### config.mk
export PLATFORM = sky130hd
export DESIGN_NAME = decimal_text_to_fixed
export DESIGN_NICKNAME = d
export VERILOG_FILES = /design/src/rtl/dtf_pkg.sv /design/src/rtl/decimal_text_to_fixed.sv /design/src/rtl/dtf_accum.sv /design/src/rtl/dtf_scale.sv
export SDC_FILE = /design/constraint.sdc
export NUM_CORES = 1
export LEC_CHECK = 0
export ABC_AREA = 1
export BUFFER_PORTS_ARGS = -buffer_cell sky130_fd_sc_hd__buf_2
export CAP_MARGIN = 10
export CELL_PAD_IN_SITES_DETAIL_PLACEMENT = 0
export CELL_PAD_IN_SITES_GLOBAL_PLACEMENT = 1
export CORE_MARGIN = 10
export CORE_UTILIZATION = 40
export DETAILED_ROUTE_END_ITERATION = 10
export PLACE_DENSITY_LB_ADDON = 0.1
export SLEW_MARGIN = 20
export SYNTH_ARGS = -nofsm -noshare
export SYNTH_HDL_FRONTEND = slang
export SYNTH_HIERARCHICAL = 1
export SYNTH_SLANG_ARGS = --single-unit
### constraint.sdc
create_clock -name i_clk -period 7.9 [get_ports i_clk]
set_input_delay 1.185 -clock i_clk [delete_from_list [all_inputs] [get_ports i_clk]]
set_output_delay 1.185 -clock i_clk [all_outputs]
set_load 0.02 [all_outputs]
### src/rtl/dtf_pkg.sv
// Shared types, character codes and arithmetic constants for the decimal text
// to fixed-point converter. Depends on nothing; every other file imports it.
package dtf_pkg;

    // Character codes of interest.
    localparam logic [7:0] CHAR_MINUS = 8'h2D;
    localparam logic [7:0] CHAR_POINT = 8'h2E;
    localparam logic [7:0] CHAR_ZERO  = 8'h30;
    localparam logic [7:0] CHAR_NINE  = 8'h39;

    // Integer part: 15 bits, saturating at its largest value.
    localparam int          INT_W   = 15;
    localparam logic [14:0] INT_MAX = 15'h7FFF;

    // Fraction digits kept, and the counter that tracks them.
    localparam int MAX_FRAC_DIGITS = 6;
    localparam int DIGITS_W        = $clog2(MAX_FRAC_DIGITS + 1);

    // The fraction is held normalised to six decimal places, so the final
    // scaling always divides by one million whatever the digit count.
    localparam int FRAC_W = 20;

    // Output format: signed Q15.16.
    localparam int VALUE_W  = 32;
    localparam int FRAC_Q_W = 16;

    // floor(f * 2^16 / 10^6) = (f * RECIP_MULT) >> RECIP_SHIFT for f < 2^20.
    localparam int          RECIP_W     = 31;
    localparam logic [30:0] RECIP_MULT  = 31'd1125899907;
    localparam int          RECIP_SHIFT = 34;
    localparam int          PROD_W      = FRAC_W + RECIP_W;

    // Snapshot of the accumulated number at the end of a text.
    typedef struct packed {
        logic [INT_W-1:0]  int_part;
        logic [FRAC_W-1:0] frac_norm;
        logic              minus;
        logic              saturated;
    } t_snap;

    // Place value of the next fraction digit, in millionths.
    function automatic logic [FRAC_W-1:0] frac_weight(input logic [DIGITS_W-1:0] idx);
        logic [FRAC_W-1:0] w;
        unique case (idx)
            DIGITS_W'(0): w = FRAC_W'(100000);
            DIGITS_W'(1): w = FRAC_W'(10000);
            DIGITS_W'(2): w = FRAC_W'(1000);
            DIGITS_W'(3): w = FRAC_W'(100);
            DIGITS_W'(4): w = FRAC_W'(10);
            DIGITS_W'(5): w = FRAC_W'(1);
            default:      w = '0;
        endcase
        return w;
    endfunction

endpackage

### src/rtl/decimal_text_to_fixed.sv
// Top level of the decimal text to fixed-point converter.
// Depends on dtf_pkg, dtf_accum and dtf_scale.
//
// This block reads a decimal number as ASCII text, one character per input
// beat, and returns it as a signed Q15.16 value. A minus sign anywhere in the
// text makes the result negative, the first decimal point sends later digits
// to the fraction, and any other character that is not a digit is skipped.
// The integer part saturates at 32767 and then raises the overflow flag for
// that text; up to six fraction digits are kept and later ones are dropped.
// The fraction is truncated before the sign is applied, so the result is
// symmetric about zero, and a text with no digits gives zero. Only the beat
// flagged as the last byte produces a result beat, after which the block
// starts afresh on the next text. One input beat is accepted every clock
// cycle unless the result path is full and stalled; the result for a text
// passes through a register after the character accumulator, a register
// after the reciprocal multiply that scales the fraction, and the output
// register. Up to three finished results can be held while the output is
// stalled before the input stops accepting beats.
module decimal_text_to_fixed (
    input  logic                               i_clk,
    input  logic                               i_rst_n,
    input  logic                               i_valid,
    output logic                               o_ready,
    input  logic [7:0]                         i_char_byte,
    input  logic                               i_last_byte,
    output logic                               o_valid,
    input  logic                               i_ready,
    output logic signed [dtf_pkg::VALUE_W-1:0] o_value_q16,
    output logic                               o_overflow
);
    import dtf_pkg::*;

    // The accumulator and the scaling stage meet at a registered snapshot.
    logic  snap_valid;
    logic  snap_ready;
    t_snap snap;

    dtf_accum u_accum (
        .i_clk        (i_clk),
        .i_rst_n      (i_rst_n),
        .i_valid      (i_valid),
        .o_ready      (o_ready),
        .i_char_byte  (i_char_byte),
        .i_last_byte  (i_last_byte),
        .o_snap_valid (snap_valid),
        .i_snap_ready (snap_ready),
        .o_snap       (snap)
    );

    // The fraction is normalised to millionths, so one fixed reciprocal
    // multiply gives the truncated 16-bit fraction for any digit count.
    dtf_scale u_scale (
        .i_clk        (i_clk),
        .i_rst_n      (i_rst_n),
        .i_snap_valid (snap_valid),
        .o_snap_ready (snap_ready),
        .i_snap       (snap),
        .o_valid      (o_valid),
        .i_ready      (i_ready),
        .o_value_q16  (o_value_q16),
        .o_overflow   (o_overflow)
    );

endmodule

### src/rtl/dtf_accum.sv
// Character accumulator: parses one ASCII beat per cycle unless stalled, and
// hands over a snapshot of the number on the last beat. Depends on dtf_pkg.
module dtf_accum (
    input  logic           i_clk,
    input  logic           i_rst_n,
    input  logic           i_valid,
    output logic           o_ready,
    input  logic [7:0]     i_char_byte,
    input  logic           i_last_byte,
    output logic           o_snap_valid,
    input  logic           i_snap_ready,
    output dtf_pkg::t_snap o_snap
);
    import dtf_pkg::*;

    logic [INT_W-1:0]    r_int_acc, n_int_acc;
    logic [FRAC_W-1:0]   r_frac_acc, n_frac_acc;
    logic [DIGITS_W-1:0] r_frac_digits, n_frac_digits;
    logic                r_minus_seen, n_minus_seen;
    logic                r_point_seen, n_point_seen;
    logic                r_int_saturated, n_int_saturated;
    logic                r_snap_valid;
    t_snap               r_snap;

    logic                accept;
    logic                is_digit;
    logic [3:0]          digit;
    logic [INT_W+3:0]    int_wide;

    assign o_ready = !r_snap_valid || i_snap_ready;
    assign accept  = i_valid && o_ready;

    assign is_digit = (i_char_byte >= CHAR_ZERO) && (i_char_byte <= CHAR_NINE);
    assign digit    = i_char_byte[3:0];
    assign int_wide = (INT_W+4)'(r_int_acc) * (INT_W+4)'(10) + (INT_W+4)'(digit);

    always_comb begin
        n_int_acc       = r_int_acc;
        n_frac_acc      = r_frac_acc;
        n_frac_digits   = r_frac_digits;
        n_minus_seen    = r_minus_seen;
        n_point_seen    = r_point_seen;
        n_int_saturated = r_int_saturated;
        if (i_char_byte == CHAR_MINUS) begin
            n_minus_seen = 1'b1;
        end else if (i_char_byte == CHAR_POINT) begin
            n_point_seen = 1'b1;
        end else if (is_digit) begin
            if (r_point_seen) begin
                if (r_frac_digits < DIGITS_W'(MAX_FRAC_DIGITS)) begin
                    n_frac_acc    = r_frac_acc + FRAC_W'(digit) * frac_weight(r_frac_digits);
                    n_frac_digits = r_frac_digits + DIGITS_W'(1);
                end
            end else if (int_wide > (INT_W+4)'(INT_MAX)) begin
                n_int_acc       = INT_MAX;
                n_int_saturated = 1'b1;
            end else begin
                n_int_acc = int_wide[INT_W-1:0];
            end
        end
    end

    always_ff @(posedge i_clk) begin
        if (!i_rst_n) begin
            r_int_acc       <= '0;
            r_frac_acc      <= '0;
            r_frac_digits   <= '0;
            r_minus_seen    <= 1'b0;
            r_point_seen    <= 1'b0;
            r_int_saturated <= 1'b0;
            r_snap_valid    <= 1'b0;
        end else begin
            if (i_snap_ready) begin
                r_snap_valid <= 1'b0;
            end
            if (accept) begin
                if (i_last_byte) begin
                    r_int_acc       <= '0;
                    r_frac_acc      <= '0;
                    r_frac_digits   <= '0;
                    r_minus_seen    <= 1'b0;
                    r_point_seen    <= 1'b0;
                    r_int_saturated <= 1'b0;
                    r_snap_valid    <= 1'b1;
                end else begin
                    r_int_acc       <= n_int_acc;
                    r_frac_acc      <= n_frac_acc;
                    r_frac_digits   <= n_frac_digits;
                    r_minus_seen    <= n_minus_seen;
                    r_point_seen    <= n_point_seen;
                    r_int_saturated <= n_int_saturated;
                end
            end
        end
    end

    always_ff @(posedge i_clk) begin
        if (accept && i_last_byte) begin
            r_snap.int_part  <= n_int_acc;
            r_snap.frac_norm <= n_frac_acc;
            r_snap.minus     <= n_minus_seen;
            r_snap.saturated <= n_int_saturated;
        end
    end

    assign o_snap_valid = r_snap_valid;
    assign o_snap       = r_snap;

endmodule

### src/rtl/dtf_scale.sv
// Fraction scaling and sign stage: turns a snapshot into a Q15.16 result
// through a reciprocal multiply and a registered negate. Depends on dtf_pkg.
module dtf_scale (
    input  logic                       i_clk,
    input  logic                       i_rst_n,
    input  logic                       i_snap_valid,
    output logic                       o_snap_ready,
    input  dtf_pkg::t_snap             i_snap,
    output logic                       o_valid,
    input  logic                       i_ready,
    output logic signed [dtf_pkg::VALUE_W-1:0] o_value_q16,
    output logic                       o_overflow
);
    import dtf_pkg::*;

    logic                r_p_valid;
    logic [FRAC_Q_W-1:0] r_p_frac_q;
    logic [INT_W-1:0]    r_p_int;
    logic                r_p_minus;
    logic                r_p_sat;
    logic                r_o_valid;
    logic [VALUE_W-1:0]  r_o_value;
    logic                r_o_ovf;

    logic                p_ready;
    logic                load_p;
    logic                load_o;
    logic [PROD_W-1:0]   prod;
    logic [VALUE_W-1:0]  mag;

    assign p_ready      = !r_o_valid || i_ready;
    assign o_snap_ready = !r_p_valid || p_ready;
    assign load_p       = i_snap_valid && o_snap_ready;
    assign load_o       = r_p_valid && p_ready;

    assign prod = PROD_W'(i_snap.frac_norm) * PROD_W'(RECIP_MULT);
    assign mag  = {1'b0, r_p_int, r_p_frac_q};

    always_ff @(posedge i_clk) begin
        if (!i_rst_n) begin
            r_p_valid <= 1'b0;
            r_o_valid <= 1'b0;
        end else begin
            if (o_snap_ready) begin
                r_p_valid <= i_snap_valid;
            end
            if (p_ready) begin
                r_o_valid <= r_p_valid;
            end
        end
    end

    always_ff @(posedge i_clk) begin
        if (load_p) begin
            r_p_frac_q <= prod[RECIP_SHIFT+FRAC_Q_W-1:RECIP_SHIFT];
            r_p_int    <= i_snap.int_part;
            r_p_minus  <= i_snap.minus;
            r_p_sat    <= i_snap.saturated;
        end
        if (load_o) begin
            r_o_value <= r_p_minus ? (VALUE_W'(0) - mag) : mag;
            r_o_ovf   <= r_p_sat;
        end
    end

    assign o_valid     = r_o_valid;
    assign o_value_q16 = $signed(r_o_value);
    assign o_overflow  = r_o_ovf;

endmodule

==> metrics.md, run 1 <==
| Metric | Value |
|---|---|
| Critical Path Max Stage Delay | roughly 0.58 ns |
| Layout Utilization | 0.436 |
| Count of final setup violators | 0 |
| Post-Synth XOR/XNOR Area | 0.0216 |
| WS Path Type | flip-flop to flip-flop |
| DP Wirelength | about 51,000 um |
| Post-CTS Setup Bufs | 0 |
| Die area | 0.0612 sq mm |
| Clk buf depth | 2 |
| Finished Cell Area | 0.0224 sq mm |
| Status | finished clean |
| Final Cycle Share | 0.777 |
| Crit path DAT | around 6.4 ns |
| GPL Wtd Cong | 0.929 |
| Yosys cell types | 50 |
| Hold buffers post-CTS | 0 |
| Vias per cell | 4.79 |
| Synth Register Bits | approximately 150 |
| Worst-margin pin slew | roughly 0.86 ns |
| Post-CTS resize count | 0 |
| PwrDens | 344 mW/mm^2 |
| Peak Freq | 163 MHz |
| Ys flop type | edfxtp_1 |
| # clock sinks | 147 |
| Vias | 16.1k |
| Final net count | approximately 3.2k |
| Worst skew pair latency | 0.48 ns |
| 1st-iter DRT viols | 758 |
| Mapped cell area | 0.0207 sq mm |
| Synth top area share | 0.217 |
| Cell Area, Placed | roughly 0.022 sq mm |
| Post-Synth Adder-Cell Area | 0.393 |
| Core area | 0.0513 sq mm |
| Post-synthesis compound-gate area fraction | 0.0494 |
| Worst Hold Class | flip-flop to flip-flop |
| Largest family of logic cells by synthesized area | adder cells |
| Core Rows | 83 |
| Post-synth top area cell | fa_1 |
| Crit path buffers/inverters | 7 |
| GRT Total Usage | 0.200 |
| DIE HEIGHT | 247 um |
| CP cell instances | inv_1 -> fa_1 -> fa_1 -> inv_1 -> fa_1 -> inv_1 -> fa_1 -> fa_1 -> inv_1 -> fa_1 -> inv_1 -> fa_1 -> inv_1 -> ha_1 -> nand2_1 -> nor2_1 -> inv_1 -> nor2_1 -> nand3_2 -> nor2_1 -> nor2_1 -> nand3_1 -> nand2_1 |
| Routed wire length | 58,800 um |
| Layout filler cell count | 5,316 |
| Antenna viol nets, final | 0 |
| Antenna Cells | 0 |
| Final setup TNS | 0 ns |
| Worst Path Max Fanout | 7 |
| Vias in the first global route | 16.8k |
| DR WL/cell | 17.4 um |
| Critical path's slowest cell | edfxtp_1 |
| CTS Buf Count | 17 |
| Final min period | 6.14 ns |
| H-tree depth | 4 |
| DRC | 0 |
| Ys Warns | 6 |
| Final hold violations | 0 |
| Max-Cap Viols | 0 |
| Root Driver | clkbuf_16 |
| Multiplexer share of the synthesized area | 0.000968 |
| Simple-gate share of the synthesized area | 0.213 |
| Initial antenna violation count | 0 |
| Avg Cell Area, Syn | about 7.9 sq um |
| Fin. max-slew vios | 0 |
| Synth top cells by count | 673 x inv_1, 603 x nand2_1, 292 x ha_1 |
| IO buf count | 47 |
| Sequential area share after synthesis | 0.192 |
| CP top delay family | adder cells |
| CP Capture Type | flip-flop |
| Die Width | 247 um |
| Synth area leaders | fa_1 22%, ha_1 18%, edfxtp_1 15%, inv_1 12%, nand2_1 11% |
| Layout cell share with drive strength beyond 1 | 0.0717 |
| Worst slew margin | 0.426 |
| CTS tree | built |
| DRT Pass-1 Iters | 5 |
| Worst-path clk slew | approximately 0.070 ns |
| First-pass GRT wire length | around 93,000 um |
| Largest net degree at the start of global routing | 42 |
| Io pins | 48 |
| Global route total overflow | 0 |
| Leakage | 11.8 nW |
| Top-count cell post-synth | inv_1 |
| RSZ-0062 raised after global routing | no |
| VDD IR max | 0.286 mV |
| FFs w/ async S/R, synth | 0 |
| Post-synth EDFFs | 103 |
| Worst Path Required | 8.14 ns |
| Syn_nets | 3,156 |
| Area Growth Syn to Fin | 8.13% |
| Worst setup SP type | flip-flop |
| Clock skew | 0.0155 ns |
| Starting Density | 0.403 |
| Cells after synthesis | approximately 2.6k |
final timing paths:
path | start | endpoint | slack (ns) | depth (start not counted)
max reg2reg | u_accum/o_snap[4]$_DFFE_PP_ | u_scale/r_p_frac_q[12]$_DFFE_PP_ | 1.76 | 23
min reg2reg | u_accum/o_snap[30]$_DFFE_PP_ | u_scale/r_p_int[8]$_DFFE_PP_ | 0.42 | 0
max | u_accum/o_snap[4]$_DFFE_PP_ | u_scale/r_p_frac_q[12]$_DFFE_PP_ | 1.76 | 23
min | u_accum/o_snap[30]$_DFFE_PP_ | u_scale/r_p_int[8]$_DFFE_PP_ | 0.42 | 0
cells in the final DEF, fill, tap and decap left out, drive strengths merged:
cell / synthesis / routed
xnor2: 14 / 14
mux2i: 2 / 2
or2: 18 / 18
xor2: 37 / 37
nand4: 30 / 30
a21o: 2 / 2
a21boi: 1 / 1
o21a: 2 / 2
ha: 292 / 292
o22ai: 2 / 2
clkinv: 3 / 6
o31ai: 1 / 1
nor2: 207 / 207
nor4: 3 / 3
o211ai: 2 / 2
a21oi: 107 / 107
nand2: 626 / 626
o21bai: 7 / 7
clkbuf: 16 / 18
inv: 680 / 691
a31oi: 5 / 5
edfxtp: 103 / 103
buf: 7 / 56
a211oi: 1 / 1
fa: 224 / 224
a22oi: 1 / 1
nor3: 17 / 17
and2: 13 / 13
o21ai: 52 / 52
dfxtp: 44 / 44
and3: 1 / 1
o2111ai: 1 / 1
nand3: 103 / 103
nand3b: 3 / 3
per-layer routing:
metal  GRT usage  routed length, um  share of wire
met5           0                  0              0
met4      0.0481               1050          0.018
met3      0.0329               2190          0.037
met2       0.342              28300           0.48
met1       0.259              27300           0.46
cell type report:
type,count,area [sq um],share of cell area
Clock buffer,18,450,0.0201
Clock inverter,14,148,0.00660
Inverter,683,2560,0.115
Multi-Input combinational cell,1774,14100,0.629
Sequential cell,147,3970,0.178
Tap cell,680,851,0.0380
Timing Repair Buffer,56,323,0.0144
metrics by stage:
stage	hold slack, ns	cells	total power, mW	setup slack [ns]
after floorplan	0.400	2627	5.12	2.31
after global placement	0.400	3339	6.93	1.78
after detailed placement	0.405	3339	6.91	1.76
after CTS	0.419	3371	7.83	1.74
after global routing	0.420	3372	8.70	1.34
final	0.415	3372	7.69	1.76
kinds of logic after synthesis:
kind of cell	Yosys count
adder cells (fa/ha/maj)	516
AO/OA/AOI/OAI	184
buffers and inverters	706
AND/OR/NAND/NOR	1021
flip-flops	147
XOR/XNOR	51
multiplexers	2
flip-flops by register name, indices dropped and copies added (netlist names):
register / cells
u_accum/r_frac_acc: 20
u_scale/r_p_valid: 1
u_scale/o_valid: 1
u_accum/r_frac_digits: 3
u_scale/r_p_int: 15
u_accum/r_minus_seen: 1
u_accum/o_snap: 37
u_accum/r_int_acc: 15
u_scale/r_p_frac_q: 16
u_accum/o_snap_valid: 1
u_scale/o_overflow: 1
u_scale/r_p_minus: 1
u_accum/r_point_seen: 1
u_scale/o_value_q16: 32
u_scale/r_p_sat: 1
u_accum/r_int_saturated: 1
report_power, final:
part           leakage (nW)  total [mW]  switching (mW)  internal, mW
combinational          10.2        5.89            3.96          1.93
clock                 0.297       0.852           0.411         0.441
sequential             1.32       0.942          0.0285         0.913
worst reg2reg max path, cell delays in order (launching register included):
cell      delay [ns]
edfxtp_1        0.58
inv_1           0.12
fa_1            0.48
fa_1            0.56
inv_1           0.07
fa_1            0.51
inv_1           0.06
fa_1            0.46
fa_1            0.51
inv_1           0.06
fa_1            0.53
inv_1           0.05
fa_1            0.49
inv_1           0.05
ha_1            0.32
nand2_1         0.15
nor2_1          0.24
inv_1           0.11
nor2_1          0.17
nand3_2         0.09
nor2_1          0.11
nor2_1          0.06
nand3_1         0.07
nand2_1         0.05
No activity file was read; power rests on OpenSTA's default activity.
==> run 2, diff against run 1 <==
- clock period: 7.9 -> 4.97 ns (I/O delays scaled with it)
==> run 2 against run 1 <==
The run now ends with negative setup slack left; clock-buffer cell count rose by 1; non-clock buffer count increased by 223; critical path type unchanged; sequential share of layout area is 2.1 points lower.
==> metrics.md, run 2 (synthesized netlist as in run 1, its figures left out) <==
| Metric | Value |
|---|---|
| Status | finished with violations |
| Failing checks | negative setup slack |
| Final min period | 5.59 ns (-0.546 ns) |
| Worst skew pair latency | 0.47 ns (about the same) |
| Hold path depth | 0 (unchanged) |
| Peak Freq | 179 MHz (+9.8%) |
| Sequential Power Share | 0.087 (-0.036) |
| Io pins | 48 (unchanged) |
| Starting Density | 0.403 (unchanged) |
| CP Capture Type | flip-flop |
| Antenna viol nets, final | 0 (unchanged) |
| Max reg flops | 37 (unchanged) |
| Most frequent cells in the layout | 639 x inv_1, 513 x nand2_1, 248 x ha_1, 221 x buf_4, 201 x fa_1 |
| Worst-margin pin slew | 0.873 ns (+0.0122 ns) |
| VDD IR max | 0.843 mV (+190%) |
| CTS tree | built |
| Non-filler cells, final | 3,595 (+6.6%) |
| Worst Path Required | 5.20 ns (-2.94 ns) |
| Die Width | 247 um (unchanged) |
| Final Cycle Share | 1.13 (+0.348) |
| Hold Path Origin | u_accum/o_snap[0]$_DFFE_PP_ |
| Largest net degree at the start of global routing | 42 (unchanged) |
| P_sw | 9.32 mW (+110%) |
| Count of final setup violators | 16 (+16) |
| Clock power share | 0.075 (-0.036) |
| Area Growth Syn to Fin | 22.5% |
| Fin. max-slew vios | 0 (unchanged) |
| Reg2reg path depth | 23 (unchanged) |
| Clk buf depth | 2 (unchanged) |
| Global route total overflow | 0 (unchanged) |
| Layout cell share with drive strength beyond 1 | 0.231 (+0.159) |
| First-pass GRT wire length | 97,200 um (+4.1%) |
| Initial antenna violation count | 1 (+1) |
| CTS Buf Count | 17 (unchanged) |
| Min-Delay Endpoint | u_scale/r_p_sat$_DFFE_PP_ |
| Worst setup SP type | flip-flop |
| Final hold violations | 0 (unchanged) |
| Vias | 17.0k (+5.6%) |
| DRC | 0 (unchanged) |
| Reg2reg start | u_accum/o_snap[5]$_DFFE_PP_ |
| Leakage | 13.1 nW (+10%) |
| PwrDens | 683 mW/mm^2 (+99%) |
| Comb power frac | 0.839 (+0.072) |
| Hold buffers post-CTS | 0 (unchanged) |
| Final setup TNS | -9.29 ns (-9.29 ns) |
| Core area | 0.0513 sq mm (unchanged) |
| Vias per cell | 4.74 (-0.98%) |
| Worst R2R End | u_scale/r_p_frac_q[5]$_DFFE_PP_ |
| Hold slack | 0.420 ns (+0.00513 ns) |
| Tot Pwr | 17.3 mW (+130%) |
| Switching Share | 0.539 (-0.0342) |
| Commonest non-fill, non-tap cell in the layout | inv_1 |
| IO buf count | 47 (unchanged) |
| Reg2Reg Setup Slack | -0.62 ns (-2.38 ns) |
| Layout filler cell count | 5,222 (-1.8%) |
| # clock sinks | 147 (unchanged) |
| Crit path DAT | 5.83 ns (-0.55 ns) |
| Vias in the first global route | 17.4k (+3.5%) |
| Routed wire length | 61,300 um (+4.3%) |
| DIE HEIGHT | 247 um (unchanged) |
| Placed cells | 3,520 (+5.4%) |
| Worst-path clk slew | 0.08 ns (about the same) |
| Clock skew | 0.0180 ns (+0.00256 ns) |
| Worst slew margin | 0.417 (-0.00815) |
| H-tree depth | 4 (unchanged) |
| Antenna Cells | 0 (unchanged) |
| Worst Path Max Fanout | 3 (-4) |
| DP Wirelength | 52,900 um (+3.3%) |
| 1st-iter DRT viols | 748 (-1.3%) |
| DRT Pass-1 Iters | 8 (+3) |
| Root Driver | clkbuf_16 |
| Die area | 0.0612 sq mm (unchanged) |
| Finished Cell Area | 0.0253 sq mm (+13%) |
| Core Rows | 83 (unchanged) |
| Final net count | 3,431 (+7.0%) |
| DR WL/cell | 17.1 um (-2.1%) |
| Cell Area, Placed | 0.0236 sq mm (+8.4%) |
| RSZ-0062 raised after global routing | yes |
| Worst Hold Class | flip-flop to flip-flop |
| Internal power | 7.98 mW (+140%) |
| GPL Wtd Cong | 0.918 (-1.2%) |
| GRT Total Usage | 0.208 (+0.00805) |
| Final setup margin | -0.625 ns (-2.38 ns) |
| WS Path Type | flip-flop to flip-flop |
| Max-Cap Viols | 0 (unchanged) |
## run 2: cell count changes in the layout (fill, tap and decap cells not counted), moves of 26 or more
cell / previous run / this run
ha_4: 0 / 37
buf_4: 8 / 221
inv_2: 7 / 40
nor2_1: 177 / 145
nand2_2: 21 / 86
nor2_4: 7 / 33
inv_1: 673 / 639
nand2_1: 603 / 513
ha_1: 292 / 248
## run 2: worst max path at each step
stage | startpoint | end | slack (ns) | depth (start not counted)
2_1_floorplan | u_accum/o_snap[16]$_DFFE_PP_ | u_scale/r_p_frac_q[11]$_DFFE_PP_ | -0.33 | 19
5_1_grt | u_accum/o_snap[10]$_DFFE_PP_ | u_scale/r_p_frac_q[13]$_DFFE_PP_ | -0.85 | 21
4_1_cts | u_accum/o_snap[11]$_DFFE_PP_ | u_scale/r_p_frac_q[7]$_DFFE_PP_ | -0.61 | 19
3_3_place_gp | u_accum/o_snap[5]$_DFFE_PP_ | u_scale/r_p_frac_q[0]$_DFFE_PP_ | -0.88 | 19
6_report | u_accum/o_snap[5]$_DFFE_PP_ | u_scale/r_p_frac_q[5]$_DFFE_PP_ | -0.62 | 23
3_5_place_dp | u_accum/o_snap[5]$_DFFE_PP_ | u_scale/r_p_frac_q[0]$_DFFE_PP_ | -0.91 | 19
## run 2: repair_timing
action                                  in CTS  in global routing
pin swaps                                   48                 56
buffers inserted                            29                 13
endpoints found under the setup margin      16                 34
gates resized for setup                     96                127
## run 2: final cells by class
type	instances	area, sq um	area share
multi-input cells	1774	15300	0.605
flip-flops and latches	147	3980	0.157
inverters	683	2570	0.101
repair buffers	279	2040	0.0807
well taps	680	851	0.0336
clock buffers	19	443	0.0175
clock inverters	13	123	0.00484
## run 2: metrics by stage
| stage | setup WS [ns] | utilization |
|---|---|---|
| 4_1_cts | -0.611 | 0.482 |
| 5_1_grt | -0.849 | 0.494 |
| 3_3_place_gp | -0.882 | 0.460 |
| 6_report | -0.625 | 0.494 |
| 2_1_floorplan | -0.331 | - |
| 3_5_place_dp | -0.914 | 0.460 |
## run 2: power groups by stage
stage	clock [mW]	sequential, mW	combinational (mW)
6_report	1.29	1.50	14.5
5_1_grt	1.39	1.50	16.1
4_1_cts	1.35	1.50	13.4
3_5_place_dp	0	1.53	12.2
3_3_place_gp	0	1.53	12.3
2_1_floorplan	0	1.52	8.71
## run 2: per-layer routing
layer	vias to the layer above	global-route usage	wire, um
met1	8191	0.269	28100
met3	39	0.0277	1860
met5	-	0	0
met4	0	0.0405	746
li1	8575	-	-
met2	230	0.364	30700
## run 2: worst max-delay path, stage by stage (launching register included)
cell and delay [ns]:
edfxtp_1 0.47, inv_2 0.08, fa_2 0.39, fa_1 0.57, inv_1 0.07, fa_1 0.48
inv_1 0.05, fa_1 0.48, fa_1 0.51, inv_1 0.05, fa_1 0.50, inv_1 0.05
fa_1 0.49, inv_2 0.05, ha_4 0.31, nand2_4 0.08, nor2_4 0.15, inv_1 0.06
nor2_1 0.16, nand3_2 0.09, nand2_1 0.10, nor2_2 0.05, nand3_1 0.06, nand2_1 0.05
==> run 3, diff against run 2 <==
- CORE_UTILIZATION: 40 -> 45
- PLACE_DENSITY: not set -> 0.83
- PLACE_DENSITY_LB_ADDON: 0.1 -> not set
==> run 3 against run 2 <==
Worst setup slack improved by 0.010 ns; the flow still finishes with violations (negative setup slack); sequential power about the same; sequential share of layout area rose by 0.37 points; register-to-register slack about the same; combinational power is 9.7% lower; total power down 8.5%; clock-buffer cell count is 2 lower; via count rose by 0.51%; critical endpoint is now u_scale/r_p_frac_q[15]$_DFFE_PP_; core utilization grew 5.1 points; clock power about the same; first-iteration DRC count up 16%.
==> metrics.md, run 3 (synthesized netlist as in run 1, its figures left out) <==
| Metric | Value |
|---|---|
| Non-filler cells, final | 3,489 (-2.9%) |
| Worst Hold Class | flip-flop to flip-flop |
| # clock sinks | 147 (unchanged) |
| Worst-margin pin slew | 0.866 ns (-0.00685 ns) |
| VDD IR max | 0.682 mV (-19%) |
| Vias in the first global route | 18.0k (+3.5%) |
| Metal3 WL | 1900 um (+2.1%) |
| DP Wirelength | 49,800 um (-5.8%) |
| H-tree depth | 4 (unchanged) |
| Worst skew pair latency | 0.48 ns (about the same) |
| Max reg flops | 37 (unchanged) |
| IO buf count | 47 (unchanged) |
| Starting Density | 0.456 (+0.0526) |
| DIE HEIGHT | 234 um (-5.3%) |
| Met2 wire len | 28,200 um (-8.0%) |
| Met1 Wirelength | 26,300 um (-6.4%) |
| Highest Signal Layer | met4 |
| DRC | 0 (unchanged) |
| PwrDens | 639 mW/mm^2 (-6.3%) |
| WS Path Type | flip-flop to flip-flop |
| First-pass GRT wire length | 93,400 um (-3.9%) |
| GPL Wtd Cong | 1.01 (+10%) |
| Clock skew | 0.0169 ns (-0.00109 ns) |
| Antenna Cells | 0 (unchanged) |
| GRT Total Usage | 0.219 (+0.0116) |
| Worst-path clk slew | 0.07 ns (about the same) |
| Initial antenna violation count | 0 (-1) |
| Cell Area, Placed | 0.0234 sq mm (-0.73%) |
| Worst slew margin | 0.422 (+0.00457) |
| Peak Freq | 179 MHz (+0.18%) |
| Count of final setup violators | 16 (unchanged) |
| Root Driver | clkbuf_16 |
| Routed wire length | 57,900 um (-5.6%) |
| Clk buf depth | 2 (unchanged) |
| Final hold violations | 0 (unchanged) |
| CP Capture Type | flip-flop |
| Global route total overflow | 0 (unchanged) |
| Die area | 0.0549 sq mm (-10%) |
| Largest net degree at the start of global routing | 42 (unchanged) |
| Final Cycle Share | 1.12 (-0.00203) |
| RSZ-0062 raised after global routing | yes |
| CTS tree | built |
| Worst Path Required | 5.19 ns (about the same) |
| Finished Cell Area | 0.0247 sq mm (-2.3%) |
| Worst Path Max Fanout | 3 (unchanged) |
| Core Rows | 78 (-6.0%) |
| Failing checks | negative setup slack |
| Leakage | 12.9 nW (-1.2%) |
| Fin. max-slew vios | 0 (unchanged) |
| Area Growth Syn to Fin | 19.6% |
| Io pins | 48 (unchanged) |
| Core area | 0.0454 sq mm (-12%) |
| Final setup margin | -0.615 ns (+0.0101 ns) |
| Vias | 17.1k (+0.51%) |
| Die Width | 234 um (-5.3%) |
| Status | finished with violations |
| Layout cell share with drive strength beyond 1 | 0.211 (-0.0201) |
| DR WL/cell | 16.6 um (-2.8%) |
| Crit path DAT | 5.81 ns (-0.02 ns) |
| Vias per cell | 4.91 (+3.6%) |
| Worst setup SP type | flip-flop |
| Final min period | 5.58 ns (-0.0101 ns) |
| Max-Cap Viols | 0 (unchanged) |
| Commonest non-fill, non-tap cell in the layout | inv_1 |
| DRT Pass-1 Iters | 5 (-3) |
| Antenna viol nets, final | 0 (unchanged) |
| 1st-iter DRT viols | 868 (+16%) |
| Most frequent cells in the layout | 645 x inv_1, 530 x nand2_1, 254 x ha_1, 205 x fa_1, 199 x buf_4 |
| Placed cells | 3,432 (-2.5%) |
| Final net count | 3,405 (-0.76%) |
| CTS Buf Count | 17 (unchanged) |
[run 3: changes by cell type in the layout (fill, tap and decap cells not counted), moves of 4 or more]
cell	before	now
nand3_1	81	86
nand2_2	86	74
ha_4	37	26
clkinvlp_4	4	0
ha_1	248	254
buf_4	221	199
inv_1	639	645
inv_2	40	34
fa_2	23	19
ha_2	7	12
nand3_2	22	17
fa_1	201	205
nand2_1	513	530
[run 3: timing repair]
item | in CTS | in global routing
cloned | 0 | 0
pin swaps | 43 | 64
setup endpoints to repair | 16 | 40
gates resized for setup | 73 | 96
buffers inserted | 15 | 9
hold buffers | 0 | 0
[run 3: layer usage]
| metal | up-vias | track usage |
|---|---|---|
| met1 | 8238 | 0.279 |
| met4 | 0 | 0.0685 |
| li1 | 8516 | - |
| met5 | - | 0 |
| met2 | 299 | 0.381 |
| met3 | 69 | 0.0279 |
[run 3: power breakdown]
group	switching (mW)	total [mW]	internal (mW)
clock	0.612	1.27	0.661
sequential	0.0428	1.50	1.45
combinational	7.97	13.1	5.09
[run 3: path summary, 6_finish.rpt]
path,from,to,slack [ns],cells past startpoint
hold / removal,u_accum/o_snap[29]$_DFFE_PP_,u_scale/r_p_int[7]$_DFFE_PP_,0.42,0
hold reg to reg,u_accum/o_snap[29]$_DFFE_PP_,u_scale/r_p_int[7]$_DFFE_PP_,0.42,0
setup / recovery,u_accum/o_snap[5]$_DFFE_PP_,u_scale/r_p_frac_q[15]$_DFFE_PP_,-0.61,22
setup reg to reg,u_accum/o_snap[5]$_DFFE_PP_,u_scale/r_p_frac_q[15]$_DFFE_PP_,-0.61,22
[run 3: final cells by class]
| class | count | area [sq um] |
|---|---|---|
| Fill cell | 4309 | 20600 |
| Multi-Input combinational cell | 1774 | 15100 |
| Sequential cell | 147 | 3980 |
| Inverter | 683 | 2570 |
| Timing Repair Buffer | 253 | 1820 |
| Tap cell | 600 | 751 |
| Clock buffer | 17 | 425 |
| Clock inverter | 15 | 140 |
[run 3: per-stage QoR]
stage	power, mW	setup slack [ns]	setup TNS (ns)	util	hold WS (ns)
2_1_floorplan	10.2	-0.331	-4.58	-	0.400
3_3_place_gp	13.1	-0.737	-10.61	0.516	0.402
3_5_place_dp	13.2	-0.777	-11.16	0.516	0.405
4_1_cts	15.2	-0.672	-9.96	0.536	0.423
5_1_grt	17.5	-0.826	-12.57	0.545	0.425
6_report	15.8	-0.615	-9.15	0.545	0.421
[run 3: worst max-delay path, stage by stage, from the launching register on]
cell and delay [ns]:
edfxtp_1 0.52, inv_2 0.09, fa_2 0.42, fa_2 0.59
inv_2 0.05, fa_1 0.47, inv_1 0.05, fa_1 0.46
fa_1 0.51, inv_2 0.04, fa_1 0.49, inv_1 0.05
fa_1 0.49, inv_2 0.05, ha_4 0.30, nand2_4 0.08
nor2_4 0.10, buf_6 0.12, nand4_1 0.11, nor2_2 0.14
nand2_2 0.07, nand4_1 0.09, nand2_1 0.06
